## src/design/cfd_pkg.sv

```systemverilog
// Shared types, constants and the CRC byte function of the command frame decoder.
package cfd_pkg;

  localparam int unsigned FRAME_BYTES = 12;
  localparam int unsigned POS_W       = $clog2(FRAME_BYTES);
  localparam int unsigned CFG_IDX_W   = 8;

  typedef logic [POS_W-1:0] pos_t;
  typedef logic [7:0]       byte_t;
  typedef logic [15:0]      word_t;
  typedef logic [31:0]      tick_t;

  localparam pos_t POS_HDR0   = pos_t'(0);
  localparam pos_t POS_HDR1   = pos_t'(1);
  localparam pos_t POS_CODE   = pos_t'(2);
  localparam pos_t POS_ARG_HI = pos_t'(3);
  localparam pos_t POS_ARG_LO = pos_t'(4);
  localparam pos_t POS_CRC_HI = pos_t'(9);
  localparam pos_t POS_CRC_LO = pos_t'(10);
  localparam pos_t POS_LAST   = pos_t'(FRAME_BYTES - 1);
  localparam pos_t CRC_SPAN   = pos_t'(9);

  localparam byte_t HDR_FIRST  = 8'h42;
  localparam byte_t HDR_SECOND = 8'h4B;
  localparam byte_t TAIL_BYTE  = 8'h4B;
  localparam word_t CRC_INIT   = 16'hFFFF;
  localparam word_t CRC_POLY   = 16'h1021;
  localparam word_t STOP_PWM   = word_t'(1000 - 1);

  localparam byte_t READ_CODE_RST      = 8'd1;
  localparam byte_t WRITE_CODE_RST     = 8'd2;
  localparam byte_t STOP_CODE_RST      = 8'd4;
  localparam byte_t HEARTBEAT_CODE_RST = 8'd5;

  typedef enum logic [1:0] {
    STAT_GOOD      = 2'd0,
    STAT_FRAME_ERR = 2'd1,
    STAT_CRC_ERR   = 2'd2
  } status_e;

  typedef enum logic [CFG_IDX_W-1:0] {
    REG_READ      = 8'd0,
    REG_WRITE     = 8'd1,
    REG_STOP      = 8'd2,
    REG_HEARTBEAT = 8'd3
  } reg_idx_e;

  // Summary of a finished frame, handed from the frame tracker to the command stage.
  typedef struct packed {
    logic  done;
    logic  hdr_ok;
    logic  crc_ok;
    byte_t code;
    word_t arg;
    tick_t now;
  } frame_t;

  // CRC-16-CCITT, MSB first, one byte per call.
  function automatic word_t crc_byte(input word_t crc, input byte_t b);
    word_t c;
    c = crc ^ {b, 8'h00};
    for (int i = 0; i < 8; i++) begin
      c = c[15] ? ({c[14:0], 1'b0} ^ CRC_POLY) : {c[14:0], 1'b0};
    end
    return c;
  endfunction

endpackage

```

## src/design/cfd_if.sv

```systemverilog
// Handshake interfaces for the byte input, the result output and the register write port.
interface cfd_byte_if import cfd_pkg::*; ();
  logic  valid;
  logic  ready;
  byte_t rx_byte;
  tick_t now_ms;

  modport source (output valid, rx_byte, now_ms, input ready);
  modport sink   (input valid, rx_byte, now_ms, output ready);
  modport mon    (input valid, ready, rx_byte, now_ms);
endinterface

interface cfd_result_if import cfd_pkg::*; ();
  logic       valid;
  logic       ready;
  logic [1:0] frame_status;
  byte_t      command_code;
  word_t      poll_period;
  word_t      pwm_high_time;
  tick_t      heartbeat_time;

  modport source (output valid, frame_status, command_code, poll_period, pwm_high_time,
                  heartbeat_time, input ready);
  modport sink   (input valid, frame_status, command_code, poll_period, pwm_high_time,
                  heartbeat_time, output ready);
  modport mon    (input valid, ready, frame_status, command_code, poll_period,
                  pwm_high_time, heartbeat_time);
endinterface

interface cfd_cfg_if import cfd_pkg::*; ();
  logic                 valid;
  logic                 ready;
  logic [CFG_IDX_W-1:0] index;
  byte_t                data;

  modport source (output valid, index, data, input ready);
  modport sink   (input valid, index, data, output ready);
  modport mon    (input valid, ready, index, data);
endinterface

```

## src/design/command_frame_decoder.sv

```systemverilog
// Top level of the command frame decoder: frame tracking and command update.
//
//   channel  | dir | payload                                     | word
//   rx_i     | in  | rx_byte, now_ms                             | one received byte
//   res_o    | out | frame_status, command_code, poll_period,    | one frame result
//            |     | pwm_high_time, heartbeat_time               |
//   cfg_i    | in  | index, data                                 | one code register write
//
// One byte word is taken every cycle unless a frame's last byte waits for the result
// slot; the twelfth byte of a frame passes the input register, then the result register.
// The CRC step for one byte is a single unrolled 8-bit update after the input register.
// A stalled result blocks only the last byte of the next frame; middle bytes keep flowing.
// Reset clears the frame position, CRC, held values and restores the default codes.
module command_frame_decoder import cfd_pkg::*; (
  input  logic         clk_i,
  input  logic         rst_ni,
  cfd_byte_if.sink     rx_i,
  cfd_cfg_if.sink      cfg_i,
  cfd_result_if.source res_o
);

  frame_t frame;
  logic   res_free;

  cfd_frame_track u_frame_track (
    .clk_i      (clk_i),
    .rst_ni     (rst_ni),
    .rx_i       (rx_i),
    .res_free_i (res_free),
    .frame_o    (frame)
  );

  cfd_cmd_update u_cmd_update (
    .clk_i      (clk_i),
    .rst_ni     (rst_ni),
    .cfg_i      (cfg_i),
    .frame_i    (frame),
    .res_free_o (res_free),
    .res_o      (res_o)
  );

endmodule

```

## src/design/cfd_frame_track.sv

```systemverilog
// Input word register, byte position, running CRC and captured frame fields.
module cfd_frame_track import cfd_pkg::*; (
  input  logic             clk_i,
  input  logic             rst_ni,
  cfd_byte_if.sink         rx_i,
  input  logic             res_free_i,
  output frame_t           frame_o
);

  logic  s1_valid_q;
  byte_t s1_byte_q;
  tick_t s1_now_q;

  pos_t  pos_q, pos_d;
  word_t crc_q, crc_d;
  logic  hdr_q, hdr_d;
  byte_t code_q, code_d;
  word_t arg_q, arg_d;
  word_t chk_q, chk_d;

  logic is_last;
  logic fire;

  // A middle byte needs no result slot; only the last byte waits for one.
  assign is_last    = (pos_q == POS_LAST);
  assign fire       = s1_valid_q && (!is_last || res_free_i);
  assign rx_i.ready = !s1_valid_q || fire;

  always_ff @(posedge clk_i or negedge rst_ni) begin
    if (!rst_ni) begin
      s1_valid_q <= 1'b0;
    end else if (rx_i.ready) begin
      s1_valid_q <= rx_i.valid;
    end
  end

  always_ff @(posedge clk_i) begin
    if (rx_i.valid && rx_i.ready) begin
      s1_byte_q <= rx_i.rx_byte;
      s1_now_q  <= rx_i.now_ms;
    end
  end

  always_comb begin
    pos_d  = pos_q + pos_t'(1);
    crc_d  = (pos_q < CRC_SPAN) ? crc_byte(crc_q, s1_byte_q) : crc_q;
    hdr_d  = hdr_q;
    code_d = code_q;
    arg_d  = arg_q;
    chk_d  = chk_q;
    unique case (pos_q)
      POS_HDR0:   hdr_d = hdr_q && (s1_byte_q == HDR_FIRST);
      POS_HDR1:   hdr_d = hdr_q && (s1_byte_q == HDR_SECOND);
      POS_CODE:   code_d = s1_byte_q;
      POS_ARG_HI: arg_d = {s1_byte_q, arg_q[7:0]};
      POS_ARG_LO: arg_d = {arg_q[15:8], s1_byte_q};
      POS_CRC_HI: chk_d = {s1_byte_q, chk_q[7:0]};
      POS_CRC_LO: chk_d = {chk_q[15:8], s1_byte_q};
      default: ;
    endcase
    if (is_last) begin
      pos_d = '0;
      crc_d = CRC_INIT;
      hdr_d = 1'b1;
    end
  end

  always_ff @(posedge clk_i or negedge rst_ni) begin
    if (!rst_ni) begin
      pos_q <= '0;
      crc_q <= CRC_INIT;
      hdr_q <= 1'b1;
    end else if (fire) begin
      pos_q <= pos_d;
      crc_q <= crc_d;
      hdr_q <= hdr_d;
    end
  end

  always_ff @(posedge clk_i) begin
    if (fire) begin
      code_q <= code_d;
      arg_q  <= arg_d;
      chk_q  <= chk_d;
    end
  end

  assign frame_o.done   = fire && is_last;
  assign frame_o.hdr_ok = hdr_q && (s1_byte_q == TAIL_BYTE);
  assign frame_o.crc_ok = (chk_q == crc_q);
  assign frame_o.code   = code_q;
  assign frame_o.arg    = arg_q;
  assign frame_o.now    = s1_now_q;

endmodule

```

## src/design/cfd_cmd_update.sv

```systemverilog
// Function code registers, held command values and the result register.
module cfd_cmd_update import cfd_pkg::*; (
  input  logic        clk_i,
  input  logic        rst_ni,
  cfd_cfg_if.sink     cfg_i,
  input  frame_t      frame_i,
  output logic        res_free_o,
  cfd_result_if.source res_o
);

  byte_t read_code_q, write_code_q, stop_code_q, hb_code_q;
  byte_t held_code_q, held_code_d;
  word_t held_period_q, held_period_d;
  word_t held_pwm_q, held_pwm_d;
  tick_t held_time_q, held_time_d;
  status_e status_d;

  logic    res_valid_q;
  status_e res_status_q;
  byte_t   res_code_q;
  word_t   res_period_q;
  word_t   res_pwm_q;
  tick_t   res_time_q;

  assign cfg_i.ready = 1'b1;

  always_ff @(posedge clk_i or negedge rst_ni) begin
    if (!rst_ni) begin
      read_code_q  <= READ_CODE_RST;
      write_code_q <= WRITE_CODE_RST;
      stop_code_q  <= STOP_CODE_RST;
      hb_code_q    <= HEARTBEAT_CODE_RST;
    end else if (cfg_i.valid) begin
      unique case (cfg_i.index)
        REG_READ:      read_code_q  <= cfg_i.data;
        REG_WRITE:     write_code_q <= cfg_i.data;
        REG_STOP:      stop_code_q  <= cfg_i.data;
        REG_HEARTBEAT: hb_code_q    <= cfg_i.data;
        default: ;
      endcase
    end
  end

  // A header or tail fault wins over a CRC fault; only a clean frame touches the held values.
  always_comb begin
    held_code_d   = held_code_q;
    held_period_d = held_period_q;
    held_pwm_d    = held_pwm_q;
    held_time_d   = held_time_q;
    priority if (!frame_i.hdr_ok) begin
      status_d = STAT_FRAME_ERR;
    end else if (!frame_i.crc_ok) begin
      status_d = STAT_CRC_ERR;
    end else begin
      status_d    = STAT_GOOD;
      held_code_d = frame_i.code;
      priority if (frame_i.code == read_code_q) begin
        held_period_d = frame_i.arg;
      end else if (frame_i.code == write_code_q) begin
        held_pwm_d = frame_i.arg;
      end else if (frame_i.code == stop_code_q) begin
        held_pwm_d    = STOP_PWM;
        held_period_d = '0;
      end else if (frame_i.code == hb_code_q) begin
        held_time_d = frame_i.now;
      end else begin
      end
    end
  end

  always_ff @(posedge clk_i or negedge rst_ni) begin
    if (!rst_ni) begin
      held_code_q   <= '0;
      held_period_q <= '0;
      held_pwm_q    <= '0;
      held_time_q   <= '0;
    end else if (frame_i.done) begin
      held_code_q   <= held_code_d;
      held_period_q <= held_period_d;
      held_pwm_q    <= held_pwm_d;
      held_time_q   <= held_time_d;
    end
  end

  assign res_free_o = !res_valid_q || res_o.ready;

  always_ff @(posedge clk_i or negedge rst_ni) begin
    if (!rst_ni) begin
      res_valid_q <= 1'b0;
    end else if (res_free_o) begin
      res_valid_q <= frame_i.done;
    end
  end

  always_ff @(posedge clk_i) begin
    if (frame_i.done) begin
      res_status_q <= status_d;
      res_code_q   <= held_code_d;
      res_period_q <= held_period_d;
      res_pwm_q    <= held_pwm_d;
      res_time_q   <= held_time_d;
    end
  end

  assign res_o.valid          = res_valid_q;
  assign res_o.frame_status   = res_status_q;
  assign res_o.command_code   = res_code_q;
  assign res_o.poll_period    = res_period_q;
  assign res_o.pwm_high_time  = res_pwm_q;
  assign res_o.heartbeat_time = res_time_q;

endmodule

```

## src/flat_wrapper.sv

```systemverilog
// flat-port wrapper written by rule: the top's interface ports become plain ports
module command_frame_decoder_flat import cfd_pkg::*;
  (clk_i, rst_ni, rx_i_valid, rx_i_rx_byte, rx_i_now_ms, rx_i_ready, cfg_i_valid, cfg_i_index, cfg_i_data, cfg_i_ready, res_o_valid, res_o_frame_status, res_o_command_code, res_o_poll_period, res_o_pwm_high_time, res_o_heartbeat_time, res_o_ready);
  cfd_byte_if rx_i_i ();
  cfd_cfg_if cfg_i_i ();
  cfd_result_if res_o_i ();
  input  logic clk_i;
  input  logic rst_ni;
  input wire logic [$bits(rx_i_i.valid)-1:0] rx_i_valid;
  input wire logic [$bits(rx_i_i.rx_byte)-1:0] rx_i_rx_byte;
  input wire logic [$bits(rx_i_i.now_ms)-1:0] rx_i_now_ms;
  output wire logic [$bits(rx_i_i.ready)-1:0] rx_i_ready;
  input wire logic [$bits(cfg_i_i.valid)-1:0] cfg_i_valid;
  input wire logic [$bits(cfg_i_i.index)-1:0] cfg_i_index;
  input wire logic [$bits(cfg_i_i.data)-1:0] cfg_i_data;
  output wire logic [$bits(cfg_i_i.ready)-1:0] cfg_i_ready;
  output wire logic [$bits(res_o_i.valid)-1:0] res_o_valid;
  output wire logic [$bits(res_o_i.frame_status)-1:0] res_o_frame_status;
  output wire logic [$bits(res_o_i.command_code)-1:0] res_o_command_code;
  output wire logic [$bits(res_o_i.poll_period)-1:0] res_o_poll_period;
  output wire logic [$bits(res_o_i.pwm_high_time)-1:0] res_o_pwm_high_time;
  output wire logic [$bits(res_o_i.heartbeat_time)-1:0] res_o_heartbeat_time;
  input wire logic [$bits(res_o_i.ready)-1:0] res_o_ready;
  assign rx_i_i.valid = rx_i_valid;
  assign rx_i_i.rx_byte = rx_i_rx_byte;
  assign rx_i_i.now_ms = rx_i_now_ms;
  assign rx_i_ready = rx_i_i.ready;
  assign cfg_i_i.valid = cfg_i_valid;
  assign cfg_i_i.index = cfg_i_index;
  assign cfg_i_i.data = cfg_i_data;
  assign cfg_i_ready = cfg_i_i.ready;
  assign res_o_valid = res_o_i.valid;
  assign res_o_frame_status = res_o_i.frame_status;
  assign res_o_command_code = res_o_i.command_code;
  assign res_o_poll_period = res_o_i.poll_period;
  assign res_o_pwm_high_time = res_o_i.pwm_high_time;
  assign res_o_heartbeat_time = res_o_i.heartbeat_time;
  assign res_o_i.ready = res_o_ready;
  command_frame_decoder u_core (.clk_i(clk_i), .rst_ni(rst_ni), .rx_i(rx_i_i), .cfg_i(cfg_i_i), .res_o(res_o_i));
endmodule
```

## config.mk

```make
export PLATFORM = sky130hd
export DESIGN_NAME = command_frame_decoder_flat
export DESIGN_NICKNAME = d
export VERILOG_FILES = /design/src/design/cfd_pkg.sv /design/src/design/cfd_if.sv /design/src/design/command_frame_decoder.sv /design/src/design/cfd_frame_track.sv /design/src/design/cfd_cmd_update.sv /design/src/flat_wrapper.sv
export SDC_FILE = /design/constraint.sdc
export NUM_CORES = 1
export LEC_CHECK = 0
export BUFFER_PORTS_ARGS = -buffer_cell sky130_fd_sc_hd__buf_4
export CAP_MARGIN = 30
export CORE_MARGIN = 4
export CORE_UTILIZATION = 56
export CTS_CLUSTER_SIZE = 30
export DETAILED_ROUTE_END_ITERATION = 8
export PLACE_DENSITY = 0.76
export SLEW_MARGIN = 10
export SYNTH_ARGS = -nofsm -noshare
export SYNTH_HDL_FRONTEND = slang
export SYNTH_SLANG_ARGS = --single-unit
```

## constraint.sdc

```tcl
create_clock -name clk_i -period 7.35 [get_ports clk_i]
set_input_delay 0 -clock clk_i [delete_from_list [all_inputs] [get_ports clk_i]]
set_output_delay 0 -clock clk_i [all_outputs]
set_load 0.1 [all_outputs]
```

==> summary.md <==
| Metric | Value |
|---|---|
| Largest net degree at the start of global routing | 70 |
| M2 GR Usage | 35.86% |
| Status | finished, final reports clean |
| P_int | just under 0.003 W |
| Synth Area per Inst | 16.02 um^2 |
| Core footprint | 0.02030 mm^2 |
| Placed inst area | around 0.013 mm^2 |
| Rel. slew slack | 35.65% |
| CTS max path bufs | 3 |
| Detail Route Antenna Nets | 0 |
| Yosys cell types | 47 |
| Gr busiest metal | met2 |
| Yosys reg bits | 281 |
| N_diodes | 0 |
| Routed len/inst | 20.27 um |
| Clock power share | 32.6% |
| Hold Path Class | input pin to async pin |
| Full die area | 0.02311 mm^2 |
| GRT Total Usage | between 20% and 30% |
| Post_cts resized | 0 |
| Initial DRC Count | 439 |
| Worst setup EP type | register |
| Cell area after synthesis | 0.01161 mm^2 |
| Worst Path Arrival | 4800 ps |
| Async S/R FF share, synth | 45.20% |
| Max VDD drop | 0.0002332 V |
| Seq/Total Area, Yosys | 67.41% |
| Mapped Nets | 791 |
| Clock slew at reported path FFs | 60 ps |
| Most frequent cells in the layout | edfxtp_1, buf_4, dfrtp_1 |
| CTS HTree Levels | 1 |
| Fmax | 228.2 MHz |
| CTS Sinks | 281 |
| RePlAce Congestion | 0.8875 |
| Startpoint Class | register |
| TritonCTS clock tree | done |
| Net Sw Power | 0.001204 W |
| Actual slew at the worst max-slew pin | around 960 ps |
| Sw Ratio | 29.34% |
| Crit path from | u_core.u_frame_track.pos_q[3]$_DFFE_PN0P_ |
| Rows | 52 |
| Die Height | 152.0 um |
| Most common cell after layout, fill and taps aside | edfxtp_1 |
| Hpwl dp | approximately 16 mm |
| Syn Inst Count | 725 |
| Final instance area | approximately 0.014 mm^2 |
| Ys Warns | 0 |
| RR Endpoint | u_core.u_cmd_update.held_time_q[15]$_DFFE_PN0P_ |
| Minimum clock period | about 4400 ps |
| Fin. max-slew vios | 0 |
| Final WS setup | 2969 ps |
| Met3 global-route usage | 3.783% |
| Post-CTS setup buffers | 0 |
| Final setup TNS | 0 ps |
| Global-route wire length before repair | 39.32 mm |
| WL final | between 20 and 25 mm |
| Worst EP required | 7770 ps |
| Final hold viol count | 0 |
| Max Clock Skew | 13.09 ps |
| RSZ-0062 raised after global routing | false |
| Starting Density | 57.22% |
| I/O Pins | 138 |
| Reg2reg start | u_core.u_frame_track.pos_q[3]$_DFFE_PN0P_ |
| Worst setup path end | u_core.u_cmd_update.held_time_q[15]$_DFFE_PN0P_ |
| Dominant synthesized flop cell | edfxtp_1 |
| Part of the power in registers | between 40% and 50% |
| Register-to-Register Setup Slack | 2970 ps |
| Critical path class | register to register |
| Met1 usage | 27.26% |
| Via density | 5.577 |
| Worst slack, placed | between 2000 and 3000 ps |
| Pwr Density | 286.6 mW/mm^2 |
| Total of max-cap violations | 0 |
| Final Cycle Share | 59.61% |
| R2R cell count | 7 |
| Leak Pwr | 6.064 nW |
| DP Cell Count | 1104 |
| GRT overflow | 0 |
| Final net count | 990 |
| Antenna violations before repair | 1 |
| Clk Latency, worst-skew pair | 540 ps |
| Die W | 152.0 um |
| CTS Buf Count | 28 |
| Post-synth EDFFs | 154 |
| Vias after detailed routing | 6782 |
| Clock Tree Root | clkbuf_16 |
| Number of fill cells in the layout | 1290 |
| Non-filler instance count after layout | roughly 1200 |
| Final Core Density | 70.53% |
| Vias in the first global route | 7229 |
| Drt drc | 0 |
| Comb power frac | 19.4% |
| Worst Path Max Fanout | 43 |
| Final setup violation count | 0 |
| Share of post-route cells with drive strength above 1 | 35.62% |
| Port buffer count | 136 |
| Area Growth Syn to Fin | 23.26% |
| DRT Pass-1 Iters | 5 |
## cell families after synthesis
logic type	after synthesis	synth area share [%]
other cells	1	0.03229
simple gates	124	6.496
mux	113	11.93
xor+xnor	72	5.429
compound gates	94	6.345
flops	281	67.41
buf+inv	35	1.821
fa+ha+maj	5	0.5386
## power by group through the flow
stage	sequential (W)	clock, W	combinational, W
6_report	0.00197	0.00134	0.000796
3_5_place_dp	0.00200	0	0.000767
5_1_grt	0.00199	0.00143	0.000861
2_1_floorplan	0.00215	0	0.000411
4_1_cts	0.00197	0.00136	0.000797
3_3_place_gp	0.00199	0	0.000745
## per-stage QoR
stage          total power (W)  hold slack (ps)
3_3_place_gp          0.002735            95.43
5_1_grt               0.004277            97.03
4_1_cts               0.004130            82.02
3_5_place_dp          0.002765            118.3
6_report              0.004104            72.65
2_1_floorplan         0.002563           -295.6
## cell type report
class	count	area, um^2	area share [%]
Tap cell	270	337.8	2.360
Multi-Input combinational cell	409	3591	25.08
Clock buffer	40	805.8	5.628
Timing Repair Buffer	200	1667	11.64
Clock inverter	12	70.07	0.4894
Sequential cell	281	7830	54.69
Inverter	4	15.01	0.1049
## synthesized netlist by cell type (4+ instances only)
cell type / number / area share [%]
inv_1: 4 / 0.13
nand3b_1: 5 / 0.32
nor2_1: 24 / 0.78
clkbuf_1: 10 / 0.32
nand3_1: 8 / 0.34
mux2_4: 30 / 3.9
nand4_1: 7 / 0.38
edfxtp_1: 154 / 40
o22a_1: 21 / 1.6
a21oi_1: 15 / 0.65
ha_1: 5 / 0.54
dfstp_2: 22 / 5.0
and3_1: 10 / 0.54
nor4_1: 6 / 0.32
a22o_1: 48 / 3.6
buf_2: 16 / 0.69
dfrtp_1: 105 / 23
o21ai_0: 6 / 0.26
mux2_2: 82 / 8.0
xnor2_1: 43 / 3.2
nand2_1: 17 / 0.55
xor2_1: 29 / 2.2
and2_1: 26 / 1.4
## critical path, stage by stage, from the launching register on
cell	delay, ps
dfrtp_1	490
nor2b_1	600
nand4_1	300
inv_2	650
buf_4	580
nand3_1	140
nand4bb_4	880
mux2_4	580
## flip-flops by register name, summed over array words and instances (netlist names), 4 cells and up
signal                                    count
u_core.u_frame_track.s1_now_q                32
u_core.u_frame_track.pos_q                    4
u_core.u_frame_track.code_q                   8
u_core.u_cmd_update.read_code_q               8
u_core.u_cmd_update.stop_code_q               8
u_core.u_frame_track.chk_q                   16
u_core.u_cmd_update.res_o.poll_period        16
u_core.u_cmd_update.held_code_q               8
u_core.u_cmd_update.held_pwm_q               16
u_core.u_cmd_update.res_o.heartbeat_time     32
u_core.u_cmd_update.held_period_q            16
u_core.u_frame_track.s1_byte_q                8
u_core.u_frame_track.arg_q                   16
u_core.u_cmd_update.res_o.command_code        8
u_core.u_cmd_update.held_time_q              32
u_core.u_cmd_update.write_code_q              8
u_core.u_cmd_update.hb_code_q                 8
u_core.u_frame_track.crc_q                   16
u_core.u_cmd_update.res_o.pwm_high_time      16
## worst min-delay path by stage
| stage | from | slack (ps) | to |
|---|---|---|---|
| finish | rst_ni | 70 | u_core.u_cmd_update.res_o.valid$_DFFE_PN0P_ |
| global route | cfg_i_index[5] | 100 | u_core.u_cmd_update.read_code_q[4]$_DFFE_PN0P_ |
| CTS | cfg_i_index[3] | 80 | u_core.u_cmd_update.read_code_q[6]$_DFFE_PN0P_ |
| detailed placement | rst_ni | 120 | u_core.u_cmd_update.res_o.valid$_DFFE_PN0P_ |
| global placement | rst_ni | 100 | u_core.u_frame_track.s1_valid_q$_DFFE_PN0N_ |
| floorplan | rst_ni | -300 | u_core.u_cmd_update.hb_code_q[1]$_DFFE_PN0P_ |
## per-layer routing
metal | vias up | wire [um]
met5 | - | 13
met4 | 2 | 711
met3 | 55 | 1277
met2 | 212 | 12590
met1 | 3420 | 10060
li1 | 3093 | -
## repair_timing
item,4_1_cts,5_1_grt
hold buffers,55,0
endpoints found under the setup margin,0,0
endpoints found under the hold margin,132,0
Power figures use the tool's default switching activity.
